<file path="config.mk">
export PLATFORM = sky130hd
export DESIGN_NAME = stuffed_frame_deframer_flat
export DESIGN_NICKNAME = d
export VERILOG_FILES = /design/src/rtl/core/sfd_pkg.sv /design/src/rtl/core/sfd_intf.sv /design/src/rtl/core/sfd_unstuff.sv /design/src/rtl/core/stuffed_frame_deframer.sv /design/src/flat_wrapper.sv
export SDC_FILE = /design/constraint.sdc
export NUM_CORES = 1
export LEC_CHECK = 0
export BUFFER_PORTS_ARGS = -buffer_cell sky130_fd_sc_hd__buf_4
export CAP_MARGIN = 30
export CORE_MARGIN = 8
export CORE_UTILIZATION = 28
export CTS_BUF_LIST = sky130_fd_sc_hd__clkbuf_2 sky130_fd_sc_hd__clkbuf_4 sky130_fd_sc_hd__clkbuf_8
export CTS_CLUSTER_SIZE = 20
export DETAILED_ROUTE_END_ITERATION = 6
export MAX_ROUTING_LAYER = met4
export PLACE_DENSITY = 0.44
export SKIP_CTS_REPAIR_TIMING = 1
export SLEW_MARGIN = 5
export SYNTH_ARGS = -nofsm -noshare
export SYNTH_HDL_FRONTEND = slang
export SYNTH_SLANG_ARGS = --single-unit
export TNS_END_PERCENT = 10
</file>
<file path="constraint.sdc">
create_clock -name clk -period 5.8 [get_ports clk]
set_clock_uncertainty 0.2 [all_clocks]
set_input_delay 1.16 -clock clk [delete_from_list [all_inputs] [get_ports clk]]
set_output_delay 1.16 -clock clk [all_outputs]
set_load 0.02 [all_outputs]
</file>
<file path="src/rtl/core/sfd_pkg.sv">
// Shared types and constants for the stuffed frame deframer.
`timescale 1ns / 1ps

package sfd_pkg;

    localparam logic [7:0] ESCAPE_BYTE = 8'h7D;
    localparam logic [7:0] ESC_FLAG    = 8'h5E;
    localparam logic [7:0] ESC_ESC     = 8'h5D;
    localparam logic [7:0] ESC_XOR     = 8'h20;
    localparam logic [7:0] SYNC_FIRST_RST  = 8'h7E;
    localparam logic [7:0] SYNC_SECOND_RST = 8'h33;

    localparam int         STAGE_DEPTH = 14;
    localparam logic [4:0] FRAME_LEN   = 5'd17;
    localparam logic [4:0] COUNT_MAX   = 5'd18;
    localparam logic [4:0] STAGE_FIRST = 5'd2;
    localparam logic [4:0] STAGE_LAST  = 5'd15;

    localparam int CFG_IDX_W = 8;

    typedef enum logic [CFG_IDX_W-1:0] {
        REG_SYNC_FIRST  = 8'd0,
        REG_SYNC_SECOND = 8'd1
    } cfg_reg_t;

    typedef enum logic [1:0] {
        ST_OK     = 2'd0,
        ST_SYNC   = 2'd1,
        ST_LENGTH = 2'd2
    } status_t;

    // per-frame parse state
    typedef struct packed {
        logic       escape_pending;
        logic [1:0] raw_position;
        logic       sync_good;
        logic [4:0] unstuffed_count;
    } frame_t;

    localparam frame_t FRAME_RST = '{
        escape_pending:  1'b0,
        raw_position:    2'd0,
        sync_good:       1'b1,
        unstuffed_count: 5'd0
    };

    typedef logic [STAGE_DEPTH-1:0][7:0] stage_t;

    typedef struct packed {
        logic    done;
        logic    hold;
        status_t status;
    } verdict_t;

endpackage

</file>
<file path="src/rtl/core/sfd_intf.sv">
// Handshake channel interfaces for the deframer: raw bytes, results, configuration.
`timescale 1ns / 1ps

interface sfd_in_if;
    logic       valid;
    logic       ready;
    logic [7:0] raw_byte;
    logic       last_byte;

    modport source (output valid, output raw_byte, output last_byte, input ready);
    modport sink   (input valid, input raw_byte, input last_byte, output ready);
endinterface

interface sfd_out_if;
    logic        valid;
    logic        ready;
    logic [1:0]  status;
    logic [7:0]  message_type;
    logic [7:0]  message_subtype;
    logic [31:0] value_one;
    logic [31:0] value_two;
    logic [31:0] value_three;

    modport source (output valid, output status, output message_type,
                    output message_subtype, output value_one, output value_two,
                    output value_three, input ready);
    modport sink   (input valid, input status, input message_type,
                    input message_subtype, input value_one, input value_two,
                    input value_three, output ready);
endinterface

interface sfd_cfg_if;
    logic       valid;
    logic       ready;
    logic [7:0] index;
    logic [7:0] data;

    modport source (output valid, output index, output data, input ready);
    modport sink   (input valid, input index, input data, output ready);
endinterface

</file>
<file path="src/rtl/core/sfd_unstuff.sv">
// Next-state logic for one raw byte: sync check, unstuffing, staging writes, verdict.
`timescale 1ns / 1ps

module sfd_unstuff (
    input  sfd_pkg::frame_t   cur,
    input  sfd_pkg::stage_t   stage_cur,
    input  logic [7:0]        raw_byte,
    input  logic              last_byte,
    input  logic [7:0]        sync_first,
    input  logic [7:0]        sync_second,
    output sfd_pkg::frame_t   nxt,
    output sfd_pkg::stage_t   stage_nxt,
    output sfd_pkg::verdict_t verdict
);
    import sfd_pkg::*;

    logic       esc;
    logic       sync;
    logic [1:0] pos;
    logic [4:0] cnt;
    logic       consumed;
    logic       emit_a;
    logic       emit_b;
    logic       emit_c;
    logic [7:0] byte_a;
    stage_t     stg;

    always_comb
    begin
        esc      = cur.escape_pending;
        sync     = cur.sync_good;
        pos      = cur.raw_position;
        cnt      = cur.unstuffed_count;
        stg      = stage_cur;
        consumed = 1'b0;
        emit_a   = 1'b0;
        emit_b   = 1'b0;
        emit_c   = 1'b0;
        byte_a   = ESCAPE_BYTE;

        if (pos == 2'd0 && raw_byte != sync_first)
            sync = 1'b0;
        if (pos == 2'd1 && raw_byte != sync_second)
            sync = 1'b0;
        if (pos != 2'd2)
            pos = pos + 2'd1;

        // pending escape resolves first
        if (esc)
        begin
            esc    = 1'b0;
            emit_a = 1'b1;
            if (raw_byte == ESC_FLAG || raw_byte == ESC_ESC)
            begin
                byte_a   = raw_byte ^ ESC_XOR;
                consumed = 1'b1;
            end
        end
        if (!consumed)
        begin
            if (raw_byte == ESCAPE_BYTE)
                esc = 1'b1;
            else
                emit_b = 1'b1;
        end
        // trailing escape is literal
        if (last_byte && esc)
        begin
            esc    = 1'b0;
            emit_c = 1'b1;
        end
        if (last_byte && pos != 2'd2)
            sync = 1'b0;

        // at most two of the three slots fire in one word
        if (emit_a)
        begin
            if (cnt >= STAGE_FIRST && cnt <= STAGE_LAST)
                stg[4'(cnt - STAGE_FIRST)] = byte_a;
            if (cnt < COUNT_MAX)
                cnt = cnt + 5'd1;
        end
        if (emit_b)
        begin
            if (cnt >= STAGE_FIRST && cnt <= STAGE_LAST)
                stg[4'(cnt - STAGE_FIRST)] = raw_byte;
            if (cnt < COUNT_MAX)
                cnt = cnt + 5'd1;
        end
        if (emit_c)
        begin
            if (cnt >= STAGE_FIRST && cnt <= STAGE_LAST)
                stg[4'(cnt - STAGE_FIRST)] = ESCAPE_BYTE;
            if (cnt < COUNT_MAX)
                cnt = cnt + 5'd1;
        end

        stage_nxt    = stg;
        verdict.done = last_byte;
        verdict.hold = 1'b0;
        if (!sync)
            verdict.status = ST_SYNC;
        else if (cnt != FRAME_LEN)
            verdict.status = ST_LENGTH;
        else
        begin
            verdict.status = ST_OK;
            verdict.hold   = last_byte;
        end

        if (last_byte)
            nxt = FRAME_RST;
        else
        begin
            nxt.escape_pending  = esc;
            nxt.raw_position    = pos;
            nxt.sync_good       = sync;
            nxt.unstuffed_count = cnt;
        end
    end

endmodule

</file>
<file path="src/rtl/core/stuffed_frame_deframer.sv">
// Byte-unstuffing frame deframer: input register, one-pass parse, result register.
// A last word is held in the input register, parsed, and its status then lands in the result register.
// Throughput: one word per cycle unless a last word stalls; the parse of a word is one combinational pass.
// A pending result stalls only the next last word; ordinary words keep flowing.
// Reset: frame state clears, held fields zero, sync registers 0x7E and 0x33.
`timescale 1ns / 1ps

module stuffed_frame_deframer (
    input  logic      clk,
    input  logic      rst_n,
    sfd_in_if.sink    din,
    sfd_out_if.source dout,
    sfd_cfg_if.sink   cfg
);
    import sfd_pkg::*;

    logic        in_valid_reg;
    logic [7:0]  byte_reg;
    logic        last_reg;
    frame_t      frame_reg;
    frame_t      frame_next;
    stage_t      stage_reg;
    stage_t      stage_next;
    verdict_t    verdict;
    logic [7:0]  sync_first_reg;
    logic [7:0]  sync_second_reg;
    logic        out_valid_reg;
    status_t     status_reg;
    logic [7:0]  type_reg;
    logic [7:0]  subtype_reg;
    logic [31:0] value_one_reg;
    logic [31:0] value_two_reg;
    logic [31:0] value_three_reg;
    logic        out_free;
    logic        advance;
    logic        fire;

    assign out_free = !out_valid_reg || dout.ready;
    assign advance  = !in_valid_reg || !last_reg || out_free;
    assign fire     = in_valid_reg && advance;
    assign din.ready = advance;
    assign cfg.ready = 1'b1;

    sfd_unstuff u_unstuff (
        .cur         (frame_reg),
        .stage_cur   (stage_reg),
        .raw_byte    (byte_reg),
        .last_byte   (last_reg),
        .sync_first  (sync_first_reg),
        .sync_second (sync_second_reg),
        .nxt         (frame_next),
        .stage_nxt   (stage_next),
        .verdict     (verdict)
    );

    always_ff @(posedge clk or negedge rst_n)
    begin
        if (!rst_n)
        begin
            in_valid_reg    <= 1'b0;
            frame_reg       <= FRAME_RST;
            sync_first_reg  <= SYNC_FIRST_RST;
            sync_second_reg <= SYNC_SECOND_RST;
            out_valid_reg   <= 1'b0;
            status_reg      <= ST_OK;
            type_reg        <= '0;
            subtype_reg     <= '0;
            value_one_reg   <= '0;
            value_two_reg   <= '0;
            value_three_reg <= '0;
        end
        else
        begin
            if (cfg.valid)
            begin
                unique case (cfg.index)
                    REG_SYNC_FIRST:  sync_first_reg  <= cfg.data;
                    REG_SYNC_SECOND: sync_second_reg <= cfg.data;
                    default: ;
                endcase
            end

            if (advance)
                in_valid_reg <= din.valid;

            if (fire && verdict.done)
                out_valid_reg <= 1'b1;
            else if (dout.ready)
                out_valid_reg <= 1'b0;

            if (fire)
            begin
                frame_reg <= frame_next;
                if (verdict.done)
                    status_reg <= verdict.status;
                if (verdict.hold)
                begin
                    type_reg        <= stage_next[0];
                    subtype_reg     <= stage_next[1];
                    value_one_reg   <= {stage_next[5], stage_next[4],
                                        stage_next[3], stage_next[2]};
                    value_two_reg   <= {stage_next[9], stage_next[8],
                                        stage_next[7], stage_next[6]};
                    value_three_reg <= {stage_next[13], stage_next[12],
                                        stage_next[11], stage_next[10]};
                end
            end
        end
    end

    // payload registers, no reset
    always_ff @(posedge clk)
    begin
        if (advance && din.valid)
        begin
            byte_reg <= din.raw_byte;
            last_reg <= din.last_byte;
        end
        if (fire)
            stage_reg <= stage_next;
    end

    assign dout.valid           = out_valid_reg;
    assign dout.status          = status_reg;
    assign dout.message_type    = type_reg;
    assign dout.message_subtype = subtype_reg;
    assign dout.value_one       = value_one_reg;
    assign dout.value_two       = value_two_reg;
    assign dout.value_three     = value_three_reg;

endmodule

</file>
<file path="src/flat_wrapper.sv">
// flat-port wrapper written by rule: the top's interface ports become plain ports
module stuffed_frame_deframer_flat import sfd_pkg::*;
  (clk, rst_n, din_valid, din_raw_byte, din_last_byte, din_ready, dout_valid, dout_status, dout_message_type, dout_message_subtype, dout_value_one, dout_value_two, dout_value_three, dout_ready, cfg_valid, cfg_index, cfg_data, cfg_ready);
  sfd_in_if din_i ();
  sfd_out_if dout_i ();
  sfd_cfg_if cfg_i ();
  input  logic clk;
  input  logic rst_n;
  input wire logic [$bits(din_i.valid)-1:0] din_valid;
  input wire logic [$bits(din_i.raw_byte)-1:0] din_raw_byte;
  input wire logic [$bits(din_i.last_byte)-1:0] din_last_byte;
  output wire logic [$bits(din_i.ready)-1:0] din_ready;
  output wire logic [$bits(dout_i.valid)-1:0] dout_valid;
  output wire logic [$bits(dout_i.status)-1:0] dout_status;
  output wire logic [$bits(dout_i.message_type)-1:0] dout_message_type;
  output wire logic [$bits(dout_i.message_subtype)-1:0] dout_message_subtype;
  output wire logic [$bits(dout_i.value_one)-1:0] dout_value_one;
  output wire logic [$bits(dout_i.value_two)-1:0] dout_value_two;
  output wire logic [$bits(dout_i.value_three)-1:0] dout_value_three;
  input wire logic [$bits(dout_i.ready)-1:0] dout_ready;
  input wire logic [$bits(cfg_i.valid)-1:0] cfg_valid;
  input wire logic [$bits(cfg_i.index)-1:0] cfg_index;
  input wire logic [$bits(cfg_i.data)-1:0] cfg_data;
  output wire logic [$bits(cfg_i.ready)-1:0] cfg_ready;
  assign din_i.valid = din_valid;
  assign din_i.raw_byte = din_raw_byte;
  assign din_i.last_byte = din_last_byte;
  assign din_ready = din_i.ready;
  assign dout_valid = dout_i.valid;
  assign dout_status = dout_i.status;
  assign dout_message_type = dout_i.message_type;
  assign dout_message_subtype = dout_i.message_subtype;
  assign dout_value_one = dout_i.value_one;
  assign dout_value_two = dout_i.value_two;
  assign dout_value_three = dout_i.value_three;
  assign dout_i.ready = dout_ready;
  assign cfg_i.valid = cfg_valid;
  assign cfg_i.index = cfg_index;
  assign cfg_i.data = cfg_data;
  assign cfg_ready = cfg_i.ready;
  stuffed_frame_deframer u_core (.clk(clk), .rst_n(rst_n), .din(din_i), .dout(dout_i), .cfg(cfg_i));
endmodule
</file>
* After elaboration in Yosys (flattened, before gate mapping) *
Cells that the tools add are included.

word-level totals
  flip-flop bits (word level) = 262
  input bits = 30
  output and inout port bits = 117
  logic and storage cells = 135

cells by class
  $add $sub $neg = 7
  order comparisons = 15
  equality and inequality tests = 10
  multiplexer cells = 42
  bitwise logic cells = 4
  reduce and logical (&&, ||, !) cells = 27

operators with widths
  kind                                                               number
  two-way mux 112 bit                                                6
  bitwise mux 112 bit                                                2
  demux 8 bit (select 4 bit)                                         3
  OR 84 bit                                                          1
  two-way mux 8 bit                                                  5
  two-way mux 5 bit                                                  6
  bitwise AND 28 bit                                                 1
  NOT 28 bit                                                         1
  == test 8 x 7 -> 1 bit, second input constant                      3
  two-way mux 1 bit                                                  16
  != test 8 bit                                                      2
  adder 5 x 1 -> 5 bit, second input constant                        3
  greater-or-equal comparator 5 x 2 -> 1 bit, second input constant  3
  <= comparator 5 x 4 -> 1 bit, second input constant                3
  < comparator 4 x 5 -> 1 bit, second input constant                 3
  < comparator 5 bit, second input constant                          3
  logical AND 1 bit                                                  13
  greater-or-equal comparator 4 x 1 -> 1 bit, second input constant  3
  subtractor 4 x 2 -> 4 bit, second input constant                   3
  two-way mux 9 bit                                                  1
  == test 8 x 1 -> 1 bit, second input constant                      1
  zero test 8 bit                                                    1
  AND reduction 2 bit                                                4
  two-way mux 2 bit                                                  3
  other kinds (9)                                                    15

* Longest topological paths before layout *
  depth in word-level cells = 15
  gate-level depth with buffers = 23
  depth with buffers taken out = 20

* Modules after synthesis *
From an unflattened synthesis, not the netlist that was laid out.

second synthesis, totals
  cell total of the unflattened synthesis = 1061
  area total of the unflattened synthesis = 13090.1 um^2

modules (own cells, without submodules)
  module                  instances  cells each  area an instance (um^2)  sequential area each (um^2)
  stuffed_frame_deframer  1          431         9298.9                   7175.6
  sfd_unstuff             1          630         3791.1                   0.0

* Least setup slack after synthesis *
No wires, ideal clock.

  kind = register -> register
  start = register u_core.frame_reg[1] (netlist bit)
  end = register u_core.value_three_reg[1] (netlist: u_core.dout.value_three[1])
  library setup time = 0.125 ns
  data arrival time = 4.670 ns
  required time = 5.475 ns
  setup slack = 0.805 ns
  stages on the path, launching flop included = 24
  buffers on the path = 3
  clock period less this slack = 4.995 ns
  cells stage by stage = dfrtp_1 > inv_1 > ha_1 > nor2b_1 > o211ai_1 > xnor2_2 > inv_1 > ha_1 > nand2b_1 > a21oi_1 > o32ai_4 > buf_6 > mux2i_1 > ha_1 > and3_1 > ha_1 > nor2_1 > a32oi_1 > a21oi_1 > nand4bb_1 > a21oi_2 > buf_4 > buf_4 > mux2_2

between the ends
  cells in the longest elaborated chain, start to end = 15
  elaborated cells on any way between the ends = 53
  classes of those cells = 6 x add/sub; 15 x order compare; 1 x eq/ne; 22 x mux; 2 x bitwise; 7 x reduce/logical

ends and longest elaborated chain
  what                                                                                                             line                                  RTL
  start, declared                                                                                                  stuffed_frame_deframer.sv:20          frame_t frame_reg;
  start signal, assigned                                                                                           stuffed_frame_deframer.sv:93          frame_reg <= frame_next;
  adder 5 x 1 -> 5 bit or < comparator 5 bit (tied branches)                                                       sfd_unstuff.sv:81, sfd_unstuff.sv:80
  two-way mux 5 bit                                                                                                sfd_unstuff.sv:80                     if (cnt < COUNT_MAX)
  two-way mux 5 bit                                                                                                sfd_unstuff.sv:76                     if (emit_a)
  adder 5 x 1 -> 5 bit or < comparator 5 bit (tied branches)                                                       sfd_unstuff.sv:88, sfd_unstuff.sv:87
  two-way mux 5 bit                                                                                                sfd_unstuff.sv:87                     if (cnt < COUNT_MAX)
  two-way mux 5 bit                                                                                                sfd_unstuff.sv:83                     if (emit_b)
  subtractor 4 x 2 -> 4 bit                                                                                        sfd_unstuff.sv:93                     stg[4'(cnt - STAGE_FIRST)] = ESCAPE_BYTE;
  < comparator 4 x 5 -> 1 bit (not written as such) or greater-or-equal comparator 4 x 1 -> 1 bit (tied branches)  sfd_unstuff.sv:93
  logical AND 1 bit (not written as such)                                                                          sfd_unstuff.sv:93
  two-way mux 8 bit (not written as such)                                                                          sfd_unstuff.sv:93
  demux 8 bit (select 4 bit)                                                                                       sfd_unstuff.sv:93
  NOT 28 bit (no line)                                                                                             n/a
  bitwise AND 28 bit (no line)                                                                                     n/a
  two-way mux 112 bit                                                                                              sfd_unstuff.sv:92                     if (cnt >= STAGE_FIRST && cnt <= STAGE_LAST)
  two-way mux 112 bit                                                                                              sfd_unstuff.sv:90                     if (emit_c)
  end signal, assigned                                                                                             stuffed_frame_deframer.sv:104         value_three_reg <= {stage_next[13], stage_next[12],
  end, declared                                                                                                    stuffed_frame_deframer.sv:33          logic [31:0] value_three_reg;

Several ways; a longest one is shown, not always the timed one.
A chain may end at the register's enable or synchronous reset.

* Final worst setup path *
  start = register u_core.frame_reg[1] (netlist bit)
  end = register u_core.value_one_reg[9] (netlist: u_core.dout.value_one[9])

between the ends
  cells in the longest elaborated chain, start to end = 15
  elaborated cells on any way between the ends = 53
  classes of those cells = 6 x add/sub; 15 x order compare; 1 x eq/ne; 22 x mux; 2 x bitwise; 7 x reduce/logical

ends and longest elaborated chain
  what                                                                                                             line                                  RTL
  adder 5 x 1 -> 5 bit or < comparator 5 bit (tied branches)                                                       sfd_unstuff.sv:81, sfd_unstuff.sv:80
  two-way mux 5 bit                                                                                                sfd_unstuff.sv:80
  two-way mux 5 bit                                                                                                sfd_unstuff.sv:76
  adder 5 x 1 -> 5 bit or < comparator 5 bit (tied branches)                                                       sfd_unstuff.sv:88, sfd_unstuff.sv:87
  two-way mux 5 bit                                                                                                sfd_unstuff.sv:87
  two-way mux 5 bit                                                                                                sfd_unstuff.sv:83
  subtractor 4 x 2 -> 4 bit                                                                                        sfd_unstuff.sv:93
  < comparator 4 x 5 -> 1 bit (not written as such) or greater-or-equal comparator 4 x 1 -> 1 bit (tied branches)  sfd_unstuff.sv:93
  logical AND 1 bit (not written as such)                                                                          sfd_unstuff.sv:93
  two-way mux 8 bit (not written as such)                                                                          sfd_unstuff.sv:93
  demux 8 bit (select 4 bit)                                                                                       sfd_unstuff.sv:93
  NOT 28 bit (no line)                                                                                             n/a
  bitwise AND 28 bit (no line)                                                                                     n/a
  two-way mux 112 bit                                                                                              sfd_unstuff.sv:92
  two-way mux 112 bit                                                                                              sfd_unstuff.sv:90
  end signal, assigned                                                                                             stuffed_frame_deframer.sv:100         value_one_reg <= {stage_next[5], stage_next[4],
  end, declared                                                                                                    stuffed_frame_deframer.sv:31          logic [31:0] value_one_reg;

Several ways; a longest one is shown, not always the timed one.

==> metrics.txt <==
routed len/inst=~20 um; DIE HEIGHT=approximately 230 um; P_leak=between 6 and 7 nW; Post-Synth Adder-Cell Area=0.0234; synth unique cells=77; CTS tree=built; Starting Density=0.282; switching share of power=0.294; routing usage on met2=0.233; Die X-Extent=235 um; CTS H-tree depth=2; Net Count, Synth=1,171; Top cell by count, worst path=ha_1; most common cell in the netlist=dfrtp_1; final max-slew violation count=0; via/cell ratio=4.82; vias in the first global route=between 9,000 and 10,000; Yosys warnings=0; # port buffers=145; largest family of logic cells by synthesized area=simple AND/OR/NAND/NOR gates; XOR/XNOR share of the synthesized area=0.0195; CP Max Fanout=43; simple-gate share of the synthesized area=0.142; initial antenna violation count=1; outcome=completed; area grow syn2layout=22.4%; CP Class=reg2reg; max reg flops=between 100 and 150; Sw Pwr=around 1.5 mW; Area contributors post-synth=edfxtp_1 (27%), dfrtp_1 (24%), mux2_2 (7.2%), mux2_1 (4.5%), nor2_1 (3.2%); global placement routability congestion=0.863; Max clock buf depth=3; Max Cap Viol=0; slowest CP cell=dfrtp_1; CORE AREA=0.0474 mm^2; Setup Viol. Count Final=0; endpoints failing hold=0; Arr. time, crit path=5700 ps; Post-Syn Instances=around 1,100; die area=roughly 0.055 mm^2; gr ovfl total=0; met3 GRT Util=0.0213; placed cells=between 1,500 and 2,000; Compound-Gate Fraction of Synth Area=0.122; CP Data Required Time=around 6100 ps; nets=1,350; largest net degree at the start of global routing=70; post-route setup TNS=0 ps; gr busiest metal=met2; asr flop ratio synth=0.538; DRC violations left=0; internal power=3.60 mW; hpwl dp=approximately 28,000 um; Reg clk slew, reported paths=approximately 60 ps; num rows=80; synthesis-stage register bit count=approximately 260; DR pass1 iterations=5; Total GRT Usage=0.145; placed inst area=0.0153 mm^2; slew margin rel.=0.384; post-route insts no fill=between 1,500 and 2,000; sequential fraction of the synthesis area=0.536; Mean Syn Cell Area=about 12 um^2; via count=between 9,000 and 10,000; GR Util met1=0.188; clock power share=0.378; CP Launch Type=register; final core occ=0.345; Primary FF master, synth=dfrtp_1; pwr dens=around 310 mW/mm^2; Flop pwr share=0.428; Synth top area share=0.271; Antenna Nets Post-Route=0; WL final=39,800 um; nature of the critical path endpoint=register; first-pass GRT wire length=a little over 60,000 um; max frequency=about 180 MHz; part of the power in combinational logic=0.194; fraction of layout cells with a size suffix above 1=0.335; largest area contributor in the netlist=edfxtp_1; Tcrit/Tclk final=0.934; biggest cell delay along the critical path=around 440 ps; Cell Chain, Critical Path=inv_1 > ha_1 > nor2b_1 > o22ai_1 > nor2_1 > inv_2 > ha_1 > inv_1 > nor3_1 > ha_1 > inv_1 > o21ai_1 > ha_1 > nor2_1 > a32oi_1 > a21oi_1 > nand4bb_1 > a21oi_4 > buf_12 > mux2_2; Sink Count=262; Syn Std Cell Area=roughly 0.013 mm^2; DRT iter0 DRCs=about 640; worst hold-check path type=reg2reg; unrepaired setup endpoints after global routing=false; Worst-Margin Slew=924 ps; r2r setup slk=between 300 and 400 ps; EDFF count, synth=121; mux cell area share after synthesis=0.123; Fillers=about 4,800; worst skew pair latency=610 ps; Finished Cell Area=around 0.016 mm^2; CTS Root Cell=clkbuf_8; I/O pin cnt=roughly 150; Period minus WS final=5420 ps; worst-case vdd ir drop=approximately 0.12 mV; most frequent cells after synthesis=dfrtp_1 (130), edfxtp_1 (121), nor2_1 (114); CTS buffer count=48
==> logic make-up (layout without fill, tap and decap cells) <==
kind of cell / after synthesis / count (layout)
other: 1 / 2
adders and majority gates: 25 / 25
and+or+nand+nor: 361 / 361
buffers and inverters: 91 / 308
muxes: 146 / 146
DFF: 262 / 262
AOI/OAI and AO/OA: 206 / 206
xor gates and xnor gates: 24 / 24
==> worst max-delay path: cells and delay by family (launching register included) <==
| kind | cells | cell delay (ps) |
|---|---|---|
| AO/OA/AOI/OAI | 5 | 1090 |
| adder cells (fa/ha/maj) | 4 | 1270 |
| flip-flops | 1 | 440 |
| buffers and inverters | 5 | 800 |
| multiplexers | 1 | 370 |
| AND/OR/NAND/NOR | 5 | 1080 |
==> worst paths after layout <==
kind                                startpoint                   endpoint  cells after the start
min                        u_core.frame_reg[5]        u_core.frame_reg[5]                      2
min in group asynchronous                rst_n  u_core.dout.value_two[30]                      1
max                        u_core.frame_reg[1]   u_core.dout.value_one[9]                     20
min reg2reg                u_core.frame_reg[5]        u_core.frame_reg[5]                      2
max reg2reg                u_core.frame_reg[1]   u_core.dout.value_one[9]                     20
max in group asynchronous                rst_n        u_core.frame_reg[8]                      2
==> cell type report <==
| cell class | instances | area [um^2] | area share |
|---|---|---|---|
| sequential | 262 | 7180 | 0.438 |
| multi-input combinational | 763 | 5780 | 0.353 |
| timing repair buffer | 193 | 1500 | 0.0914 |
| clock buffer | 78 | 986 | 0.0602 |
| tap | 615 | 769 | 0.0469 |
| inverter | 27 | 104 | 0.00634 |
| clock inverter | 10 | 73.8 | 0.00450 |
| antenna | 1 | 2.50 | 0.000153 |
==> power groups by stage <==
stage	clock network [mW]	logic (mW)	registers, mW
final	1.93	0.988	2.18
after floorplan	0	0.631	2.22
after global placement	0	0.996	2.22
after global routing	2.08	1.09	2.20
after CTS	2.00	0.998	2.18
after detailed placement	0	0.994	2.22
==> cell usage in the layout, fill, tap and decap left out, drive strengths merged, types with 27 or more instances in the layout <==
cell	n
edfxtp	121
clkbuf	78
buf	193
nand2	41
nand3	39
and2	55
inv	27
mux2	142
nor2	115
nor3	36
a211oi	33
dfrtp	130
o21ai	90
==> metrics by stage <==
step | setup WS, ps | power [mW] | hold WS [ps]
floorplan | 805 | 2.85 | 254
global placement | 401 | 3.21 | 274
detailed placement | 348 | 3.21 | 278
CTS | 315 | 5.18 | 290
global route | 35.9 | 5.36 | 308
finish | 384 | 5.10 | 282
==> layer usage <==
layer / part of all wire / up-vias
li1: - / 4465
met1: 0.46 / 4662
met2: 0.48 / 207
met3: 0.033 / 60
met4: 0.021 / 0
met5: 0 / -
No activity file was read; power rests on OpenSTA's default activity.
